<file path="src/hdl/asfm_ram.sv">
// Generic single-write, single-read RAM with registered read data.
// No dependencies.
module asfm_ram #(
    parameter int WIDTH = 8,
    parameter int DEPTH = 16
) (
    input  logic                     clk,
    input  logic                     we,
    input  logic [$clog2(DEPTH)-1:0] waddr,
    input  logic [WIDTH-1:0]         wdata,
    input  logic [$clog2(DEPTH)-1:0] raddr,
    output logic [WIDTH-1:0]         rdata
);

    logic [WIDTH-1:0] mem_reg [DEPTH];
    logic [WIDTH-1:0] rdata_reg;

    always_ff @(posedge clk)
    begin
        if (we)
        begin
            mem_reg[waddr] <= wdata;
        end
        rdata_reg <= mem_reg[raddr];
    end

    assign rdata = rdata_reg;

endmodule

</file>
<file path="config.mk">
export PLATFORM = sky130hd
export DESIGN_NAME = asfm_ram
export DESIGN_NICKNAME = d
export VERILOG_FILES = /design/src/hdl/asfm_ram.sv
export SDC_FILE = /design/constraint.sdc
export NUM_CORES = 1
export LEC_CHECK = 0
export BUFFER_PORTS_ARGS = -buffer_cell sky130_fd_sc_hd__buf_2
export CORE_MARGIN = 2
export CORE_UTILIZATION = 45
export CTS_CLUSTER_SIZE = 10
export DETAILED_ROUTE_END_ITERATION = 12
export PLACE_DENSITY = 0.6
export SLEW_MARGIN = 20
export SYNTH_ARGS = -nofsm -noshare
export SYNTH_HDL_FRONTEND = slang
export SYNTH_SLANG_ARGS = --single-unit
</file>
<file path="constraint.sdc">
create_clock -name clk -period 1.9 [get_ports clk]
set_clock_uncertainty 0.05 [all_clocks]
set_input_delay 0.095 -clock clk [delete_from_list [all_inputs] [get_ports clk]]
set_output_delay 0.095 -clock clk [all_outputs]
set_load 0.03 [all_outputs]
</file>
After elaboration in Yosys (flattened, before gate mapping)
Memories as Yosys holds them, arrays and structs flattened. A register that Yosys moved wholly into a read port is not among the register bits.
Cells that the tools add are included.
{"block": "totals", "out_inout_bits": 8, "in_bits": 18, "ramBits": 128, "mem_count": 1, "register_bits": 0, "wordCells": 3}
{"name": "mem_reg", "words": 16, "word_bits": 8, "rd": 1, "rd_ports_with_merged_regs": 1, "wr": 1, "line": "15", "rtl": "logic [WIDTH-1:0] mem_reg [DEPTH];"}
{"block": "op_classes", "n_mux": 2}
{"operator": "$mux 1", "n": 2}

Longest topological paths before layout
{"block": "logic_depth", "depth_word": 2, "depth_mapped": 5, "ltp_nobuf": 3}

Least setup slack after synthesis
No wires, ideal clock.
{"block": "synth_timing", "path_type": "input-to-reg", "startpoint": "input waddr[2]", "endpoint": "memory mem_reg[0][0], enable pin", "required_ns": 1.467, "n_path_buf": 0, "slack_ns": 0.262, "t_arrival_ns": 1.205, "path_stages": 2, "setup_ns": 0.383, "path_cell_list": "or3b_2 nor3_1"}
{"item": "start: declaration", "line": "9", "rtl": "input logic [$clog2(DEPTH)-1:0] waddr,"}
{"item": "end: declaration", "line": "15"}
No word-level cell before the write port.

==> flow_metrics.py <==
metrics = {
    "outcome": {
        "status": "finished clean",
    },
    "drt": {
        "drc": 0,
        "dr.first_iter.drc_count": 136,
        "vias": 2383,
        "routed_wl_um": 9470,
        "dr.pass1.iters": 4,
        "ant_nets": 0,
        "vias_per_cell": 5.37,
        "wl_per_cell_um": 21.3,
    },
    "timing": {
        "setup_ws_ns": 0.502,
        "tightest_slew_ns": 0.425,
        "slew_viol_final": 0,
        "fin_crit_sh": 0.736,
        "final.setup.tns_ns": 0,
        "slew_headroom": 0.717,
        "rsz0062_at_grt": "false",
        "hold_viol_final": 0,
        "period_minus_slack_ns": 1.40,
        "finalSetupViolCount": 0,
        "fmax_mhz": 715,
    },
    "global_routing": {
        "grt.total_usage": 0.169,
        "grt_overflow": 0,
        "grt_pass1_vias": 2508,
        "antenna_found_initial": 0,
        "grt_pass1_wl_um": 14700,
        "grt_max_degree": 33,
    },
    "power": {
        "power_density_mw_per_mm2": 1140,
        "p_leak_uw": 0.00213,
        "ir_worst_vdd_v": 0.000781,
    },
    "clocking": {
        "cts-root-buf": "clkbuf_16",
        "clk_transition_reported_paths_ns": 0.06,
        "ctsResizeCount": 0,
        "htreeDepth": 4,
        "post_cts_buffers": 0,
        "hold_buffers": 0,
        "clockBufferDepth": 2,
        "cts_tree": "built",
        "cts_sinks": 136,
        "cts_buffers": 17,
        "clock_latency_ns": 0.41,
    },
    "place": {
        "preCtsSetupSlack_ns": 0.300,
        "place.gp.congestion": 0.733,
        "io_buffers": 25,
        "placed_area_mm2": 0.00558,
        "post-place-cells": 412,
        "place_hpwl_um": 6070,
    },
    "synthesis": {
        "ys_seq_elements": 136,
        "synthXorXnorAreaFrac": 0,
        "synth_fa_ha_area_frac": 0,
        "synth_cells": 229,
        "syn_area_mm2": 0.00515,
        "yosys_warnings": 0,
        "synthSimpleGateAreaFrac": 0.0318,
        "synth.distinct_cells": 19,
        "synth_seq_area_share": 0.778,
        "synth.area.mux_share": 0.150,
        "syn-num-nets": 247,
        "syn_area_per_cell_um2": 22.5,
        "synth_compound_area_frac": 0.0233,
        "synth_top_family_by_area": "multiplexers",
    },
    "floorplan": {
        "die_w_um": 111,
        "core-area_mm2": 0.0113,
        "pin_count": 26,
        "initial_core_util": 0.457,
        "dieHeight_um": 111,
        "fp-row-count": 39,
        "dieArea_mm2": 0.0123,
    },
    "setup_path": {
        "cp.required_ns": 2.13,
        "crit_type": "reg -> reg",
        "end_kind": "flip-flop",
        "start_kind": "flip-flop",
        "r2r_end": "rdata[7]",
        "cp.arrival_ns": 1.63,
        "reg2reg_slack_ns": 0.50,
        "regToRegStartpoint": "mem_reg[9][7]",
        "r2r_cells": 3,
        "crit_path_max_fanout": 1,
    },
    "finish": {
        "diodes": 0,
        "fin_nets": 306,
        "area_growth_pct": 20.2,
        "fin_area_mm2": 0.00619,
        "drive_gt1_frac": 0.332,
        "largest_register_ff_count": 128,
        "fin_cells": 444,
    },
    "worst_hold_path": {
        "hold_path.class": "in -> reg",
        "holdPathEnd": "mem_reg[7][5]",
        "hold_start": "wdata[5]",
        "hold_depth": 1,
    },
    "flow_run": {
        "cap_violations": 0,
    },
}
per-stage QoR:
stage / total power (µW) / utilization / hold WS [ns]
after floorplan: 3640 / - / 0.144
after global placement: 3780 / 0.495 / 0.427
after detailed placement: 3790 / 0.495 / 0.443
after CTS: 7100 / 0.549 / 0.00689
after global routing: 7250 / 0.549 / 0.0320
final: 7040 / 0.549 / 0.0211
cells by family (layout without fill, tap and decap cells):
group	count (synthesis)	count (layout)
compound gates	16	16
flops	136	136
buf+inv	10	82
mux	32	32
simple gates	35	35
cells in the mapped netlist:
| cell | count | area (µm²) |
|---|---|---|
| dfxtp_1 | 8 | 160 |
| buf_4 | 1 | 7.51 |
| nand3b_1 | 2 | 15.0 |
| buf_2 | 3 | 15.0 |
| and2b_1 | 1 | 7.51 |
| nor2b_1 | 1 | 6.26 |
| nand3_1 | 1 | 5.00 |
| a22oi_1 | 16 | 120 |
| buf_6 | 3 | 33.8 |
| and2_1 | 1 | 6.26 |
| nand2b_1 | 2 | 12.5 |
| or3b_2 | 1 | 8.76 |
| nor3_1 | 4 | 20.0 |
| clkdlybuf4s25_2 | 3 | 30.0 |
| nor2_1 | 13 | 48.8 |
| mux4_2 | 18 | 405 |
| edfxtp_1 | 128 | 3840 |
| nand2_1 | 9 | 33.8 |
| mux4_1 | 14 | 368 |
critical path: stages (launching register included):
cell and delay, ns:
edfxtp_1 0.37, mux4_2 0.45, a22oi_1 0.31, nand2_1 0.10
layout by cell type, fill, tap and decap left out, types with 8 or more instances in the layout:
master | netlist | layout
dfxtp_1 | 8 | 8
buf_4 | 1 | 23
mux4_1 | 14 | 14
a22oi_1 | 16 | 16
edfxtp_1 | 128 | 128
clkbuf_16 | 0 | 17
buf_2 | 3 | 25
nand2_1 | 9 | 9
nor2_1 | 13 | 13
mux4_2 | 18 | 18
metal layers:
metal | track usage | up-vias | routed length, µm
li1 | - | 1092 | -
met1 | 0.221 | 1217 | 4110
met2 | 0.265 | 65 | 4680
met3 | 0.0503 | 9 | 529
met4 | 0.0725 | 0 | 153
met5 | 0 | - | 0
final cells by class:
type	count	area (µm²)
Clock buffer	18	429
Clock inverter	14	181
Fill cell	829	5080
Multi-Input combinational cell	83	1060
Sequential cell	136	4000
Tap cell	143	179
Timing Repair Buffer	50	338
worst max path at each step:
stage | from | endpoint | cells past startpoint
after floorplan | waddr[2] | mem_reg[0][0] | 2
after global placement | raddr[0] | rdata[2] | 5
after detailed placement | raddr[0] | rdata[2] | 5
after CTS | mem_reg[9][7] | rdata[7] | 3
after global routing | mem_reg[10][7] | rdata[7] | 3
final | mem_reg[9][7] | rdata[7] | 3
power by group:
group | switching [µW] | total [µW] | internal, µW
sequential | 18.4 | 3370 | 3360
combinational | 210 | 349 | 139
clock | 1140 | 3320 | 2180
total | 1370 | 7040 | 5670
Power figures use the tool's default switching activity.
